### src/hdl/lsbe_pkg.sv
// Package of the LED strip bit encoder: constants, register codes and shared types.
package lsbe_pkg;

  // Field widths.
  localparam int COLOR_W  = 24;
  localparam int DUTY_W   = 8;
  localparam int PCOUNT_W = 11;
  localparam int PIDX_W   = 10;
  localparam int CFG_W    = 11;
  localparam int CFG_IDX_W = 2;

  // Frame shape.
  localparam int BITS_PER_PIXEL = 24;
  localparam int RESET_SLOTS    = 40;
  localparam int MAX_PIXELS     = 1024;
  localparam int SLOTS_TOTAL    = BITS_PER_PIXEL + RESET_SLOTS;
  localparam int SLOT_W         = $clog2(SLOTS_TOTAL);

  // Reset values of the configuration registers.
  localparam logic [PCOUNT_W-1:0] PIXEL_COUNT_RST = PCOUNT_W'(1);
  localparam logic                CHANNEL_ORDER_RST = 1'b0;
  localparam logic [DUTY_W-1:0]   DUTY_ONE_RST  = DUTY_W'(14);
  localparam logic [DUTY_W-1:0]   DUTY_ZERO_RST = DUTY_W'(7);

  // Configuration register indexes.
  typedef enum logic [CFG_IDX_W-1:0] {
    REG_PIXEL_COUNT   = 2'd0,
    REG_CHANNEL_ORDER = 2'd1,
    REG_DUTY_ONE      = 2'd2,
    REG_DUTY_ZERO     = 2'd3
  } cfg_reg_e;

  // Channel order codes.
  typedef enum logic {
    ORDER_R_B_G = 1'b0,
    ORDER_R_G_B = 1'b1
  } chan_order_e;

  // Status of the slot at the head of the serializer.
  typedef struct packed {
    logic valid;
    logic data_bit;
    logic reset_slot;
    logic last;
    logic frame_end;
  } slot_t;

  // Puts the three bytes into transmit order, first byte in the top bits.
  function automatic logic [COLOR_W-1:0] reorder(input logic [COLOR_W-1:0] color,
                                                 input logic order);
    logic [COLOR_W-1:0] res;
    if (order == ORDER_R_G_B) begin
      res = color;
    end else begin
      res = {color[23:16], color[7:0], color[15:8]};
    end
    return res;
  endfunction

endpackage

### src/hdl/lsbe_slot_gen.sv
// Slot serializer: shifts one pixel out bit by bit, then the reset slots if it ends a frame.
module lsbe_slot_gen
  import lsbe_pkg::*;
(
  input  logic               clk_i,
  input  logic               rst_ni,
  input  logic               load_i,
  input  logic [COLOR_W-1:0] load_bits_i,
  input  logic               load_ends_i,
  input  logic               advance_i,
  output slot_t              slot_o,
  output logic               can_load_o
);

  logic [COLOR_W-1:0] bits_q, bits_d;
  logic [SLOT_W-1:0]  cnt_q, cnt_d;
  logic               ends_q, ends_d;
  logic               busy_q, busy_d;
  logic               at_last;

  // Head slot decode.
  always_comb begin
    if (ends_q) begin
      at_last = (cnt_q == SLOT_W'(SLOTS_TOTAL - 1));
    end else begin
      at_last = (cnt_q == SLOT_W'(BITS_PER_PIXEL - 1));
    end
    slot_o.valid      = busy_q;
    slot_o.data_bit   = bits_q[COLOR_W-1];
    slot_o.reset_slot = (cnt_q >= SLOT_W'(BITS_PER_PIXEL));
    slot_o.last       = at_last;
    slot_o.frame_end  = ends_q && at_last;
  end

  // A new pixel may enter while idle, or as the final slot of the current one leaves.
  assign can_load_o = !busy_q || (advance_i && at_last);

  // Next state of the serializer.
  always_comb begin
    bits_d = bits_q;
    cnt_d  = cnt_q;
    ends_d = ends_q;
    busy_d = busy_q;
    if (load_i) begin
      bits_d = load_bits_i;
      cnt_d  = '0;
      ends_d = load_ends_i;
      busy_d = 1'b1;
    end else if (advance_i && busy_q) begin
      if (at_last) begin
        busy_d = 1'b0;
      end else begin
        cnt_d  = cnt_q + SLOT_W'(1);
        bits_d = {bits_q[COLOR_W-2:0], 1'b0};
      end
    end
  end

  // Control registers.
  always_ff @(posedge clk_i or negedge rst_ni) begin
    if (!rst_ni) begin
      busy_q <= 1'b0;
      cnt_q  <= '0;
      ends_q <= 1'b0;
    end else begin
      busy_q <= busy_d;
      cnt_q  <= cnt_d;
      ends_q <= ends_d;
    end
  end

  // Pixel shift register.
  always_ff @(posedge clk_i) begin
    bits_q <= bits_d;
  end

endmodule

### src/hdl/led_strip_bit_encoder.sv
// Top level of the LED strip bit encoder: configuration, frame counter and output register.
//
//   port group   direction  handshake                 payload
//   input word   in         in_valid_i / in_ready_o   pixel_color_i
//   output word  out        out_valid_o / out_ready_i duty_o, last_of_run_o, frame_end_o
//   config       in         cfg_we_i (no wait)        cfg_idx_i, cfg_wdata_i
//
// Each pixel gives 24 output words, one a cycle while the output does not stall, plus
// 40 reset words when it ends a frame; the slot counter of the serializer sets that
// figure. The next pixel is taken in the cycle its predecessor's final word moves to
// the output register, so pixels stream with no gap. Reset clears the frame counter,
// the serializer and the output valid, and loads the configuration defaults. A stalled
// output holds its word and the serializer waits with it.
module led_strip_bit_encoder
  import lsbe_pkg::*;
(
  input  logic                 clk_i,
  input  logic                 rst_ni,
  input  logic                 cfg_we_i,
  input  logic [CFG_IDX_W-1:0] cfg_idx_i,
  input  logic [CFG_W-1:0]     cfg_wdata_i,
  input  logic                 in_valid_i,
  output logic                 in_ready_o,
  input  logic [COLOR_W-1:0]   pixel_color_i,
  output logic                 out_valid_o,
  input  logic                 out_ready_i,
  output logic [DUTY_W-1:0]    duty_o,
  output logic                 last_of_run_o,
  output logic                 frame_end_o
);

  logic [PCOUNT_W-1:0] pixel_count_q;
  logic                channel_order_q;
  logic [DUTY_W-1:0]   duty_one_q, duty_zero_q;
  logic [PIDX_W-1:0]   pixel_index_q, pixel_index_d;
  logic [PCOUNT_W-1:0] frame_len;
  logic [PCOUNT_W-1:0] next_pos;
  logic                ends;
  logic                accept;
  logic                advance;
  logic                can_load;
  slot_t               slot;
  logic                out_valid_q;
  logic [DUTY_W-1:0]   duty_q, duty_d;
  logic                last_q, fend_q;

  // Configuration registers.
  always_ff @(posedge clk_i or negedge rst_ni) begin
    if (!rst_ni) begin
      pixel_count_q   <= PIXEL_COUNT_RST;
      channel_order_q <= CHANNEL_ORDER_RST;
      duty_one_q      <= DUTY_ONE_RST;
      duty_zero_q     <= DUTY_ZERO_RST;
    end else if (cfg_we_i) begin
      case (cfg_reg_e'(cfg_idx_i))
        REG_PIXEL_COUNT:   pixel_count_q   <= cfg_wdata_i[PCOUNT_W-1:0];
        REG_CHANNEL_ORDER: channel_order_q <= cfg_wdata_i[0];
        REG_DUTY_ONE:      duty_one_q      <= cfg_wdata_i[DUTY_W-1:0];
        REG_DUTY_ZERO:     duty_zero_q     <= cfg_wdata_i[DUTY_W-1:0];
        default: ;
      endcase
    end
  end

  // Frame length clamped to one..maximum, and the end-of-frame test.
  always_comb begin
    if (pixel_count_q == '0) begin
      frame_len = PCOUNT_W'(1);
    end else if (pixel_count_q > PCOUNT_W'(MAX_PIXELS)) begin
      frame_len = PCOUNT_W'(MAX_PIXELS);
    end else begin
      frame_len = pixel_count_q;
    end
    next_pos = PCOUNT_W'(pixel_index_q) + PCOUNT_W'(1);
    ends     = (next_pos >= frame_len);
    pixel_index_d = ends ? '0 : next_pos[PIDX_W-1:0];
  end

  assign accept     = in_valid_i && in_ready_o;
  assign in_ready_o = can_load;
  assign advance    = slot.valid && (!out_valid_q || out_ready_i);

  // Pixel position within the frame.
  always_ff @(posedge clk_i or negedge rst_ni) begin
    if (!rst_ni) begin
      pixel_index_q <= '0;
    end else if (accept) begin
      pixel_index_q <= pixel_index_d;
    end
  end

  lsbe_slot_gen u_slot_gen (
    .clk_i       (clk_i),
    .rst_ni      (rst_ni),
    .load_i      (accept),
    .load_bits_i (reorder(pixel_color_i, channel_order_q)),
    .load_ends_i (ends),
    .advance_i   (advance),
    .slot_o      (slot),
    .can_load_o  (can_load)
  );

  // Duty of the head slot.
  always_comb begin
    if (slot.reset_slot) begin
      duty_d = '0;
    end else if (slot.data_bit) begin
      duty_d = duty_one_q;
    end else begin
      duty_d = duty_zero_q;
    end
  end

  // Output register.
  always_ff @(posedge clk_i or negedge rst_ni) begin
    if (!rst_ni) begin
      out_valid_q <= 1'b0;
    end else if (advance) begin
      out_valid_q <= 1'b1;
    end else if (out_ready_i) begin
      out_valid_q <= 1'b0;
    end
  end

  always_ff @(posedge clk_i) begin
    if (advance) begin
      duty_q <= duty_d;
      last_q <= slot.last;
      fend_q <= slot.frame_end;
    end
  end

  assign out_valid_o   = out_valid_q;
  assign duty_o        = duty_q;
  assign last_of_run_o = last_q;
  assign frame_end_o   = fend_q;

  // The end of a frame is always the final word of its pixel.
  a_fend_last: assert property (@(posedge clk_i) disable iff (!rst_ni)
    out_valid_o && frame_end_o |-> last_of_run_o)
    else $error("frame end without last of run");

  // No new pixel is taken while the current one still has words beyond the head.
  a_no_early_load: assert property (@(posedge clk_i) disable iff (!rst_ni)
    slot.valid && !slot.last |-> !in_ready_o)
    else $error("pixel accepted mid-run");

  // The closing word of a frame is a zero-duty reset slot.
  a_fend_zero: assert property (@(posedge clk_i) disable iff (!rst_ni)
    out_valid_o && frame_end_o && (RESET_SLOTS > 0) |-> duty_o == '0)
    else $error("frame end word is not a reset slot");

endmodule

### config.mk
export PLATFORM = sky130hd
export DESIGN_NAME = led_strip_bit_encoder
export DESIGN_NICKNAME = d
export VERILOG_FILES = /design/src/hdl/lsbe_pkg.sv /design/src/hdl/lsbe_slot_gen.sv /design/src/hdl/led_strip_bit_encoder.sv
export SDC_FILE = /design/constraint.sdc
export NUM_CORES = 1
export LEC_CHECK = 0
export ABC_AREA = 0
export BUFFER_PORTS_ARGS = -buffer_cell sky130_fd_sc_hd__buf_4
export CELL_PAD_IN_SITES_DETAIL_PLACEMENT = 0
export CELL_PAD_IN_SITES_GLOBAL_PLACEMENT = 1
export CORE_MARGIN = 2
export CORE_UTILIZATION = 38
export CTS_CLUSTER_DIAMETER = 120
export DETAILED_ROUTE_END_ITERATION = 12
export MAX_ROUTING_LAYER = met4
export PLACE_DENSITY = 0.78
export SYNTH_ARGS = -nofsm -noshare
export SYNTH_HDL_FRONTEND = slang
export SYNTH_SLANG_ARGS = --single-unit
### constraint.sdc
create_clock -name clk_i -period 3.48 [get_ports clk_i]
set_input_delay 0.348 -clock clk_i [delete_from_list [all_inputs] [get_ports clk_i]]
set_output_delay 0.348 -clock clk_i [all_outputs]
set_load 0.02 [all_outputs]
### After elaboration in Yosys (flattened, before gate mapping)

Index checks and enable logic that the tools add are counted.

| word-level totals | value |
|---|---|
| register bits | 81 |
| output and inout bits | 12 |

| cells by class | value |
|---|---|
| add/subtract/negate cells | 2 |
| magnitude comparators | 3 |
| equal/unequal tests | 6 |
| muxes and demuxes | 17 |
| reductions and logical operators | 20 |

Operators with widths:

| operator | count |
|---|---|
| $mux W24 | 3 |
| $mux W11 | 2 |
| $mux W6 | 3 |
| $mux W16 | 1 |
| $reduce_and A2 Y1 | 6 |
| $add A10 B1 Y11 const B | 1 |
| $ge A11 B11 Y1 | 1 |
| $gt A11 B11 Y1 const B | 1 |
| $logic_not A11 Y1 | 1 |
| $mux W10 | 1 |
| $mux W8 | 1 |
| $add A6 B1 Y6 const B | 1 |
| $eq A6 B5 Y1 const B | 1 |
| $eq A6 B6 Y1 const B | 1 |
| $ge A6 B5 Y1 const B | 1 |
| $mux W1 | 6 |
| $reduce_bool A2 Y1 | 3 |
| $logic_and A1 B1 Y1 | 5 |
| $eq A2 B2 Y1 const B | 2 |
| $eq A2 B1 Y1 const B | 1 |
| $logic_not A1 Y1 | 2 |
| $logic_not A2 Y1 | 1 |
| $logic_or A1 B1 Y1 | 2 |
| $ne A2 B2 Y1 const B | 1 |

### Longest topological paths before layout

Gate-level depths: netlist (run 1).

| logic depth | value |
|---|---|
| word-level depth | 8 |
| mapped depth | 15 |

### Hierarchy

Synthesis (run 1) repeated with hierarchy kept, for this count alone.

| unflattened totals | value |
|---|---|
| cell total of the unflattened synthesis | 323 |
| area total of the unflattened synthesis | 4097.7 um^2 |

By module, submodules not included:

| module | instances | cells an instance | area an instance (um^2) | seq. area each (um^2) |
|---|---|---|---|---|
| led_strip_bit_encoder | 1 | 220 | 2590.0 | 1285.0 |
| lsbe_slot_gen | 1 | 103 | 1507.7 | 920.9 |

### Least setup slack after synthesis (run 1)

No wires, ideal clock.

| timing path | value |
|---|---|
| path kind | register to register |
| start | register u_slot_gen.cnt_q[5] |
| end | register u_slot_gen.cnt_q[2] |
| setup time | 0.124 ns |
| arrival | 2.817 ns |
| required time | 3.356 ns |
| slack | 0.539 ns |
| stages on the path, launching flop included | 7 |
| cell sequence | dfrtp_1 > and3_1 > o2111ai_4 > a21oi_2 > a21oi_1 > o21ai_0 > a22o_1 |

| between the ends | value |
|---|---|
| longest elaborated chain between the ends | 7 |
| elaborated cells between the ends (all ways) | 10 |
| those cells by class | 3 x eq/ne; 2 x mux; 5 x reduce/logical |

RTL lines:

| item | line | source |
|---|---|---|
| start: declaration | lsbe_slot_gen.sv:16 | `logic [SLOT_W-1:0] cnt_q, cnt_d;` |
| start signal: assignment | lsbe_slot_gen.sv:67 | `cnt_q <= cnt_d;` |
| $eq A6 B5 Y1 / $eq A6 B6 Y1 (equally long branches) | lsbe_slot_gen.sv:26, lsbe_slot_gen.sv:24 |  |
| $mux W1 * | lsbe_slot_gen.sv:23 | `if (ends_q) begin` |
| $logic_and A1 B1 Y1 | lsbe_slot_gen.sv:36 | `assign can_load_o = !busy_q \|\| (advance_i && at_last);` |
| $logic_or A1 B1 Y1 | lsbe_slot_gen.sv:36 |  |
| $logic_and A1 B1 Y1 | led_strip_bit_encoder.sv:79 | `assign accept = in_valid_i && in_ready_o;` |
| $ne A2 B2 Y1 (no source line) / $reduce_bool A2 Y1 (equally long branches) | - |  |
| $reduce_and A2 Y1 (no source line) | - |  |

Mark *: on every way between the ends. The rest lies on a longest branch, timed or not.
A chain may end at the register's enable or synchronous reset.

### Worst setup path in the final report (run 1)

| timing path | value |
|---|---|
| start | register pixel_index_q[0] |
| end | register pixel_index_q[6] |

| between the ends | value |
|---|---|
| longest elaborated chain between the ends | 3 |

RTL lines:

| item | line | source |
|---|---|---|
| start: declaration | led_strip_bit_encoder.sv:35 | `logic [PIDX_W-1:0] pixel_index_q, pixel_index_d;` |
| start signal: assignment | led_strip_bit_encoder.sv:88 | `pixel_index_q <= pixel_index_d;` |
| $add A10 B1 Y11 * | led_strip_bit_encoder.sv:74 | `next_pos = PCOUNT_W'(pixel_index_q) + PCOUNT_W'(1);` |
| $ge A11 B11 Y1 | led_strip_bit_encoder.sv:75 | `ends = (next_pos >= frame_len);` |
| $mux W10 * | led_strip_bit_encoder.sv:76 | `pixel_index_d = ends ? '0 : next_pos[PIDX_W-1:0];` |

Marked as above.

==> results.md, run 1 <==
- Status: finished, violations left
- Failing checks: hold timing
- Most common library cells after synthesis: 74 x nand2_1, 40 x dfrtp_1, 34 x edfxtp_1
- Area grow syn2layout: 18.1%
- Slew Limit Fails: 0
- Reg2reg end: pixel_index_q[6]
- Worst setup margin: 506 ps
- Cells on worst reg2reg path: 11
- Worst path required time: 3700 ps
- H-Tree Depth: 3
- Via Count: 2714
- Total power: 2.47 mW
- Share of the synthesized area in the top cell type: 25.2%
- Die area: 0.0115 mm^2
- Post-Synth Simple-Gate Area: 13.2%
- Core area: 0.0103 mm^2
- Crit path kind: flop to flop
- Drt drc: 0
- Routability Congestion: 0.828
- Die Width: 107 um
- Site row count: 37
- Initial antenna violation count: 0
- Max-slew headroom: 36.4%
- Mux cell area share after synthesis: 13.7%
- Vias in the first global route: 2625
- Io pins: 54
- Worst reg2reg setup slack: 510 ps
- Main combinational cell family by area after synthesis: multiplexers
- Max Clock Skew: 18.5 ps
- Layout Nets: 469
- Largest net degree at the start of global routing: 48
- Hold/Removal Path Class: input pin to async pin
- Xor-xnor portion of the synthesized cell area: 2.16%
- Post-DP HPWL: 5470 um
- Port-buffer cells: 53
- Async SR Flop Fraction: 58.0%
- TritonCTS clock tree: built
- Worst r2r src: pixel_index_q[0]
- Antenna-violating nets left: 0
- Endpoints failing hold: 2
- Clk slew on worst S/H paths: 90 ps
- Slew at the pin closest to its max-slew limit: 954 ps
- Pwr per Cell Area: 516 mW/mm^2
- Max-cap violations: 0
- Leakage power: 2.14 nW
- Post-CTS Setup Inserts: 0
- Synth Register Bits: 81
- GRT overflow: 0
- Synth Area in Adders: 4.33%
- Clk sinks: 81
- CP startpoint: pixel_index_q[0]
- Post-synthesis sequential area ratio: 54.5%
- Latest clock arrival within the worst-skew pair: 340 ps
- Worst setup EP type: flop
- Routed WL per cell: 13.7 um
- Fillcell total: 984
- Most numerous cell in the Yosys netlist: nand2_1
- Syn. warnings: 0
- Initial core utilization: 39.2%
- Synth area leaders: edfxtp_1 25%, dfrtp_1 25%, mux2_2 7.5%, nand2_1 6.9%, mux2i_1 6.2%
- First-pass GRT wire length: 12600 um
- # hold bufs at CTS: 0
- Num CTS Buffers: 9
- Final Setup Violations: 0
- Worst vdd ir: 0.247 mV
- Critical path destination: pixel_index_q[6]
- Gate Count Post-Synth: 361
- Ratio of final minimum period to clock period: 85.4%
- Mean Syn Cell Area: 11.2 um^2
- Root buf cell: clkbuf_8
- Global Route Usage Sum: 14.4%
- Initial DRC Count: 109
- Routed wire length: 7590 um
- Non-Filler Instances: 554
- TritonRoute pass-1 iters: 6
- Number of synthesized flops with an enable pin: 34
- Number of placed cells counting well taps: 538
- RSZ-0062 raised after global routing: false
- Most used DFF post-synth: dfrtp_1
- Synthesized area: 0.00405 mm^2
- Area leader, netlist: edfxtp_1
- Synth cell types: 45
- CP max FO: 10
- Hold WS: -7.50 ps
- Synthesized Nets: 417
- Antenna cells: 0
- Via/cell ratio: 4.90
- Setup TNS: 0 ps
- Crit path DAT: 3190 ps
- Post-cts sizing count: 0
- Pre-CTS setup slack: 537 ps
- Bufs on Longest Clock Path: 2
- Crit start category: flop
- Min Clock Period, post-route: 2970 ps
- Area fraction in compound gates after synthesis: 9.46%
- Fmax: 0.336 GHz
- Layout cells sized above 1: 27.3%
- Die height: 107 um
-- state kept, by name, summed over array words and instances (netlist names) --
signal,cells
u_slot_gen.bits_q,24
pixel_count_q,11
pixel_index_q,10
duty_o,8
duty_one_q,8
duty_zero_q,8
u_slot_gen.cnt_q,6
channel_order_q,1
frame_end_o,1
last_of_run_o,1
out_valid_o,1
u_slot_gen.busy_q,1
u_slot_gen.ends_q,1
-- kinds of logic after synthesis --
kind of cell | after synthesis
AOI/OAI and AO/OA | 55
xor gates and xnor gates | 10
adders and majority gates | 14
buffers and inverters | 25
DFF | 81
muxes | 52
and+or+nand+nor | 124
-- power by group --
| part | total (mW) | internal [mW] | switching [mW] |
|---|---|---|---|
| Clock | 0.672 | 0.335 | 0.337 |
| Sequential | 1.29 | 1.17 | 0.120 |
| Combinational | 0.506 | 0.254 | 0.252 |
| Total | 2.47 | 1.76 | 0.709 |
-- cells in the final DEF, fill, tap and decap left out, types with 4 or more instances in the layout --
cell / synthesis / layout
nand2_1: 74 / 74
nand3_1: 7 / 7
a22o_1: 5 / 5
o21ai_0: 23 / 23
dfrtp_1: 40 / 40
clkbuf_8: 0 / 9
mux2_2: 27 / 27
buf_4: 2 / 57
xor2_1: 4 / 4
o21ai_1: 7 / 7
mux2i_1: 25 / 25
ha_1: 14 / 14
edfxtp_1: 34 / 34
a21oi_1: 7 / 6
dfstp_2: 7 / 7
xnor2_1: 6 / 6
inv_1: 8 / 8
nor2_1: 22 / 22
-- routing by layer --
metal	up-vias	global-route usage [%]	part of all wire, %
met2	30	23.6	50
met4	0	4.64	1.6
li1	1375	-	-
met5	-	-	0
met1	1301	18.2	46
met3	8	2.55	2.6
-- layout make-up --
class / count / area (um^2) / share of cell area (%)
Clock buffer: 10 / 128 / 2.67
Clock inverter: 6 / 67.6 / 1.41
Inverter: 9 / 33.8 / 0.706
Multi-Input combinational cell: 255 / 1750 / 36.6
Sequential cell: 81 / 2210 / 46.1
Tap cell: 136 / 170 / 3.56
Timing Repair Buffer: 57 / 428 / 8.95
-- stage by stage --
| step | hold slack, ps | util, % | cell area (um^2) |
|---|---|---|---|
| floorplan | 52.4 | - | 4050 |
| global placement | 389 | 44.4 | 4590 |
| detailed placement | 392 | 44.4 | 4590 |
| CTS | 17.4 | 46.3 | 4780 |
| global route | 17.7 | 46.3 | 4780 |
| finish | -7.50 | 46.3 | 4780 |
-- worst max-delay path, stage by stage (launching register included) --
cell and delay (ps):
dfrtp_1 410, ha_1 270, nand3_1 220, or2_2 360, xor2_1 180, inv_1 60, ha_1 300, nand4_1 100
o21ai_0 170, a41o_1 360, nor2_2 100, a221o_1 340
-- worst min-delay path by stage --
| stage | startpoint | endpoint | slack, ps |
|---|---|---|---|
| after floorplan | rst_ni | channel_order_q | 50 |
| after global placement | rst_ni | u_slot_gen.cnt_q[1] | 390 |
| after detailed placement | rst_ni | u_slot_gen.cnt_q[1] | 390 |
| after CTS | rst_ni | u_slot_gen.cnt_q[1] | 20 |
| after global routing | rst_ni | u_slot_gen.cnt_q[1] | 20 |
| final | rst_ni | u_slot_gen.cnt_q[1] | -7 |
Note: power is estimated with default switching activity, not from simulation.
==> run 2, diff against run 1 <==
--- a/config.mk
+++ b/config.mk
@@ -6,15 +6,15 @@
 export NUM_CORES = 1
 export LEC_CHECK = 0
 export ABC_AREA = 0
-export BUFFER_PORTS_ARGS = -buffer_cell sky130_fd_sc_hd__buf_4
 export CELL_PAD_IN_SITES_DETAIL_PLACEMENT = 0
 export CELL_PAD_IN_SITES_GLOBAL_PLACEMENT = 1
 export CORE_MARGIN = 2
 export CORE_UTILIZATION = 38
 export CTS_CLUSTER_DIAMETER = 120
 export DETAILED_ROUTE_END_ITERATION = 12
+export DONT_BUFFER_PORTS = 1
 export MAX_ROUTING_LAYER = met4
-export PLACE_DENSITY = 0.78
+export PLACE_DENSITY = 0.73
 export SYNTH_ARGS = -nofsm -noshare
 export SYNTH_HDL_FRONTEND = slang
 export SYNTH_SLANG_ARGS = --single-unit
==> run 2 against run 1 <==
Compared with the run above: the run now ends clean; cell count decreased by 9.4%; flip-flop and latch count unchanged; combinational power is 21% lower; clock skew fell by 10 ps; highest routed layer unchanged.
==> results.md, run 2 (synthesized netlist as in run 1, its figures left out) <==
- Status: complete, no violations
- Delay-heaviest family, CP: compound AO/OA/AOI/OAI gates
- Root buf cell: clkbuf_8
- Max reg flops: 24 (unchanged)
- Final Util: 42.9% (-3.4 points)
- Max Clock Skew: 8.29 ps (-10.2 ps)
- Reg2reg end: pixel_index_q[6]
- Commonest non-fill, non-tap cell in the layout: nand2_1
- CP dominant cell by count: ha_1
- Hold WS: 117 ps (+125 ps)
- First-pass GRT wire length: 12700 um (+0.72%)
- Hold Path Stages: 2
- Leakage power: 1.90 nW (-11%)
- Leading cell types in the layout, fill and taps excluded: 74 x nand2_1, 40 x dfrtp_1, 34 x edfxtp_1, 27 x mux2_2, 25 x mux2i_1
- Layout cells sized above 1: 16.9% (-10 points)
- Latest clock arrival within the worst-skew pair: 350 ps (about the same)
- Max-slew headroom: 38.7% (+2.3 points)
- Crit start category: flop
- RSZ-0062 raised after global routing: false
- Antenna-violating nets left: 0 (unchanged)
- Core area: 0.0103 mm^2 (unchanged)
- Die area: 0.0115 mm^2 (unchanged)
- CP max FO: 10 (unchanged)
- Via Count: 2564 (-5.5%)
- Largest net degree at the start of global routing: 48 (unchanged)
- Largest registers: u_slot_gen.bits_q: 24 flops, pixel_count_q: 11 flops, pixel_index_q: 10 flops
- Clk pwr share: 29.8% (+2.6 points)
- Routability Congestion: 0.795 (-4.0%)
- Worst setup EP type: flop
- Min Clock Period, post-route: 2940 ps (-33.3 ps)
- Non-Filler Instances: 502 (-9.4%)
- Crit path kind: flop to flop
- Comb power frac: 16.3% (-4.2 points)
- Crit path DAT: 3180 ps (about the same)
- Routed wire length: 7650 um (+0.79%)
- WHS Endpoint: pixel_count_q[10]
- # hold bufs at CTS: 2 (+2)
- TritonCTS clock tree: built
- Bufs on Longest Clock Path: 2 (unchanged)
- Hold Startpoint: cfg_wdata_i[10]
- Site row count: 37 (unchanged)
- Antenna cells: 0 (unchanged)
- Initial antenna violation count: 0 (unchanged)
- Worst vdd ir: 0.189 mV (-23%)
- Initial DRC Count: 146 (+34%)
- Clk slew on worst S/H paths: 90 ps (about the same)
- Layout Nets: 417 (-11%)
- Slew Limit Fails: 0 (unchanged)
- Slowest cell delay on critical path: 430 ps (+20 ps)
- Slew at the pin closest to its max-slew limit: 919 ps (-35.0 ps)
- Total power: 2.46 mW (-0.41%)
- Via/cell ratio: 5.11 (+4.3%)
- Initial core utilization: 39.2% (unchanged)
- WP buf/inv: 1 (unchanged)
- Worst r2r src: pixel_index_q[0]
- Num CTS Buffers: 9 (unchanged)
- Routed WL per cell: 15.2 um (+11%)
- Post-DP HPWL: 5260 um (-3.9%)
- Endpoints failing hold: 0 (-2)
- Post-CTS Setup Inserts: 0 (unchanged)
- Top reg by flops: u_slot_gen.bits_q
- Final Setup Violations: 0 (unchanged)
- H-Tree Depth: 3 (unchanged)
- Cell Area, Placed: 0.00418 mm^2 (-8.8%)
- Ratio of final minimum period to clock period: 84.5% (-0.96 points)
- Die Width: 107 um (unchanged)
- Sw frac: 30.2% (+1.4 points)
- Critical-path top delay cell: dfrtp_1
- GRT overflow: 0 (unchanged)
- Setup TNS: 0 ps (unchanged)
- Fmax: 0.340 GHz (+1.1%)
- Drt drc: 0 (unchanged)
- Worst setup margin: 540 ps (+33.3 ps)
- Pre-CTS setup slack: 579 ps (+42.0 ps)
- Area grow syn2layout: 9.33%
- Internal power: 1.72 mW (-2.4%)
- Die height: 107 um (unchanged)
- Cells on worst reg2reg path: 11 (unchanged)
- Sequential share of power: 53.9% (+1.6 points)
- Critical-path cell list: ha_1 > nand3_1 > or2_2 > xor2_1 > inv_1 > ha_1 > nand4_1 > o21ai_0 > a41o_1 > nor2_2 > a221o_1
- Vias in the first global route: 2580 (-1.7%)
- TritonRoute pass-1 iters: 6 (unchanged)
- Number of placed cells counting well taps: 484 (-10%)
- Port-buffer cells: 0 (-100%)
- Pwr per Cell Area: 555 mW/mm^2 (+7.6%)
- Max-cap violations: 0 (unchanged)
- Worst reg2reg setup slack: 540 ps (+30 ps)
- Hold/Removal Path Class: input pin to flop
- Global Route Usage Sum: 14.7% (+0.30 points)
- Io pins: 54 (unchanged)
- Worst path required time: 3720 ps (+20 ps)
- NetSw: 741 uW (+4.6%)
- Design area: 0.00443 mm^2 (-7.4%)
- Post-cts sizing count: 0 (unchanged)
- Clk sinks: 81 (unchanged)
-- run 2: worst reg2reg max path, cell delays in order (launching register included) --
cell	delay, ps
dfrtp_1	430
ha_1	260
nand3_1	200
or2_2	350
xor2_1	180
inv_1	70
ha_1	300
nand4_1	90
o21ai_0	160
a41o_1	360
nor2_2	100
a221o_1	330
-- run 2: cell type report --
type,instances,area [um^2]
Sequential cell,81,2210
Multi-Input combinational cell,255,1750
Fill cell,959,5900
Timing Repair Buffer,5,60.1
Clock buffer,9,124
Tap cell,136,170
Clock inverter,7,83.8
Inverter,9,33.8
-- run 2: worst max path at each step --
| stage | from | end | slack, ps | cells after the start |
|---|---|---|---|---|
| 2_1_floorplan | u_slot_gen.cnt_q[5] | u_slot_gen.cnt_q[2] | 540 | 6 |
| 3_3_place_gp | pixel_index_q[0] | pixel_index_q[6] | 640 | 11 |
| 3_5_place_dp | pixel_index_q[0] | pixel_index_q[6] | 580 | 11 |
| 4_1_cts | pixel_index_q[0] | pixel_index_q[6] | 540 | 11 |
| 5_1_grt | pixel_index_q[0] | pixel_index_q[6] | 300 | 11 |
| 6_report | pixel_index_q[0] | pixel_index_q[6] | 540 | 11 |
-- run 2: metal layers --
metal  up-vias  global-route usage [%]  wire [um]
li1       1273                       -          -
met4         0                    5.29        102
met1      1246                    18.4       3530
met2        39                    23.3       3770
met3         6                    3.47        253
met5         -                       -          0
-- run 2: power groups by stage --
stage | clock (mW) | sequential, mW | combinational, mW
floorplan | 0 | 1.30 | 0.344
global placement | 0 | 1.34 | 0.374
detailed placement | 0 | 1.35 | 0.389
CTS | 0.760 | 1.33 | 0.407
global route | 0.786 | 1.35 | 0.460
finish | 0.732 | 1.33 | 0.401
==> run 3, diff against run 2 <==
==> constraint.sdc (replaced) <==
create_clock -name clk_i -period 2.85 [get_ports clk_i]
set_input_delay 0.285 -clock clk_i [delete_from_list [all_inputs] [get_ports clk_i]]
set_output_delay 0.285 -clock clk_i [all_outputs]
set_load 0.02 [all_outputs]
==> run 3 against run 2 <==
Compared with the run above: total power is 19% higher; routed wire length is 4.3% higher; fmax up 9.4%; utilization rose by 0.82 points; non-clock buffer count up 5; worst hold slack got worse by 83 ps; sequential share of layout area is 0.91 points lower; combinational power is 32% higher; largest power group unchanged; highest routed layer unchanged.
==> results.md, run 3 (synthesized netlist as in run 1, its figures left out) <==
- TritonCTS clock tree: built
- Crit path kind: flop to flop
- Non-Filler Instances: 507 (+1.0%)
- Slowest cell delay on critical path: 410 ps (-20 ps)
- First-pass GRT wire length: 13200 um (+3.8%)
- Clk sinks: 81 (unchanged)
- Max Clock Skew: 11.1 ps (+2.83 ps)
- Cell Area, Placed: 0.00422 mm^2 (+0.96%)
- Design area: 0.00451 mm^2 (+1.9%)
- Io pins: 54 (unchanged)
- Initial core utilization: 39.2% (unchanged)
- Worst path required time: 3110 ps (-610 ps)
- Hold/Removal Path Class: input pin to flop
- WP buf/inv: 2 (+1)
- Largest registers: u_slot_gen.bits_q: 24 flops, pixel_count_q: 11 flops, pixel_index_q: 10 flops
- Site row count: 37 (unchanged)
- CP max FO: 6 (-4)
- H-Tree Depth: 3 (unchanged)
- Layout Nets: 422 (+1.2%)
- Bufs on Longest Clock Path: 2 (unchanged)
- Total power: 2.92 mW (+19%)
- Min Clock Period, post-route: 2690 ps (-252 ps)
- Ratio of final minimum period to clock period: 94.3% (+9.8 points)
- Vias in the first global route: 2656 (+2.9%)
- Crit path DAT: 2950 ps (-230 ps)
- Worst setup margin: 162 ps (-378 ps)
- Leading cell types in the layout, fill and taps excluded: 74 x nand2_1, 39 x dfrtp_1, 34 x edfxtp_1, 27 x mux2_2, 25 x mux2i_1
- Layout cells sized above 1: 21.3% (+4.4 points)
- Max-slew headroom: 39.3% (+0.54 points)
- Die height: 107 um (unchanged)
- Slew Limit Fails: 0 (unchanged)
- Worst setup EP type: flop
- Via Count: 2596 (+1.2%)
- Status: complete, no violations
- Commonest non-fill, non-tap cell in the layout: nand2_1
- Root buf cell: clkbuf_8
- Final Util: 43.7% (+0.82 points)
- Critical-path cell list: ha_2 > nand3_2 > or2_2 > xor2_1 > inv_1 > ha_1 > a21o_1 > a21oi_1 > o21ai_1 > a41o_2 > buf_4 > o31ai_1
- Die area: 0.0115 mm^2 (unchanged)
- Fillcell total: 947 (-1.3%)
- Port-buffer cells: 0 (unchanged)
- Drt drc: 0 (unchanged)
- Final Setup Violations: 0 (unchanged)
- Post-DP HPWL: 5500 um (+4.5%)
- Slew at the pin closest to its max-slew limit: 911 ps (-8.07 ps)
- Worst vdd ir: 0.240 mV (+27%)
- Routed WL per cell: 15.8 um (+3.3%)
- Critical-path top delay cell: dfrtp_2
- Core area: 0.0103 mm^2 (unchanged)
- Leakage power: 1.91 nW (+0.65%)
- Antenna-violating nets left: 0 (unchanged)
- Routability Congestion: 0.790 (-0.55%)
- Global Route Usage Sum: 15.1% (+0.40 points)
- Routed wire length: 7990 um (+4.3%)
- Clk slew on worst S/H paths: 90 ps (about the same)
- GRT overflow: 0 (unchanged)
- Pwr per Cell Area: 646 mW/mm^2 (+16%)
- Fmax: 0.372 GHz (+9.4%)
- RSZ-0062 raised after global routing: false
- Via/cell ratio: 5.12 (+0.25%)
- TritonRoute pass-1 iters: 4 (-2)
- Initial DRC Count: 131 (-10%)
- Delay-heaviest family, CP: compound AO/OA/AOI/OAI gates
- Crit start category: flop
- Max reg flops: 24 (unchanged)
- Top reg by flops: u_slot_gen.bits_q
- Endpoints failing hold: 0 (unchanged)
- Antenna cells: 0 (unchanged)
- Number of placed cells counting well taps: 487 (+0.62%)
- Num CTS Buffers: 9 (unchanged)
- Die Width: 107 um (unchanged)
- Max-cap violations: 0 (unchanged)
- Area grow syn2layout: 11.4%
- Largest net degree at the start of global routing: 48 (unchanged)
- Latest clock arrival within the worst-skew pair: 360 ps (about the same)
- Pre-CTS setup slack: -2.61 ps (-581 ps)
- Initial antenna violation count: 0 (unchanged)
==> run 3: cell types whose count changed in the layout (fill, tap and decap cells not counted), moves of 2 or more <==
cell / before / now
nand3_1: 7 / 5
inv_6: 3 / 0
ha_1: 14 / 12
o21ai_0: 23 / 21
nand3_2: 0 / 2
buf_4: 3 / 7
==> run 3: layout make-up <==
type                       instances  area (um^2)  area share (%)
sequential                        81         2210            48.9
timing repair buffer              10          110            2.44
multi-input combinational        255         1820            40.3
tap                              136          170            3.77
inverter                           9         33.8           0.749
clock inverter                     6         43.8           0.971
clock buffer                      10          128            2.83
==> run 3: stage by stage <==
step	hold slack, ps	TNS, ps
after floorplan	-10.6	0
after global placement	-9.41	0
after detailed placement	-9.59	-2.61
after CTS	18.5	0
after global routing	25.0	0
final	33.7	0
==> run 3: worst reg2reg max path: stages, from the launching register on <==
cell and delay (ps):
dfrtp_2 410, ha_2 240, nand3_2 140, or2_2 330, xor2_1 190, inv_1 70, ha_1 190, a21o_1 150
a21oi_1 140, o21ai_1 90, a41o_2 290, buf_4 170, o31ai_1 190
==> run 3: metal layers <==
metal,track usage (%),share of wire [%]
met5,-,0
met4,6.03,2.1
met3,3.22,2.4
met2,23.3,49
met1,19.4,46
==> run 3: final timing paths <==
path | slack, ps | to | from | cells past startpoint
max in group asynchronous | 2130 | pixel_count_q[0] | rst_ni | 2
worst max register to register | 160 | pixel_index_q[8] | pixel_index_q[0] | 12
worst max-delay path | 160 | pixel_index_q[8] | pixel_index_q[0] | 12
worst min register to register | 510 | duty_zero_q[7] | duty_zero_q[7] | 1
worst min-delay path | 30 | u_slot_gen.busy_q | in_valid_i | 1
min in group asynchronous | 440 | out_valid_o | rst_ni | 2
==> run 3: power by group <==
| group | total [mW] | internal, mW | leakage (nW) | switching (mW) |
|---|---|---|---|---|
| Combinational | 0.531 | 0.267 | 0.939 | 0.264 |
| Sequential | 1.62 | 1.43 | 0.892 | 0.191 |
| Clock | 0.761 | 0.319 | 0.0828 | 0.443 |
==> run 3: what timing repair did <==
| action | 4_1_cts | 5_1_grt |
|---|---|---|
| pin swaps | 0 | 6 |
| hold endpoints to repair | 47 | 0 |
| setup endpoints to repair | 2 | 11 |
| resized for setup | 1 | 14 |
| hold buffers | 2 | 0 |
| gates cloned | 0 | 0 |
| setup buffers | 0 | 2 |
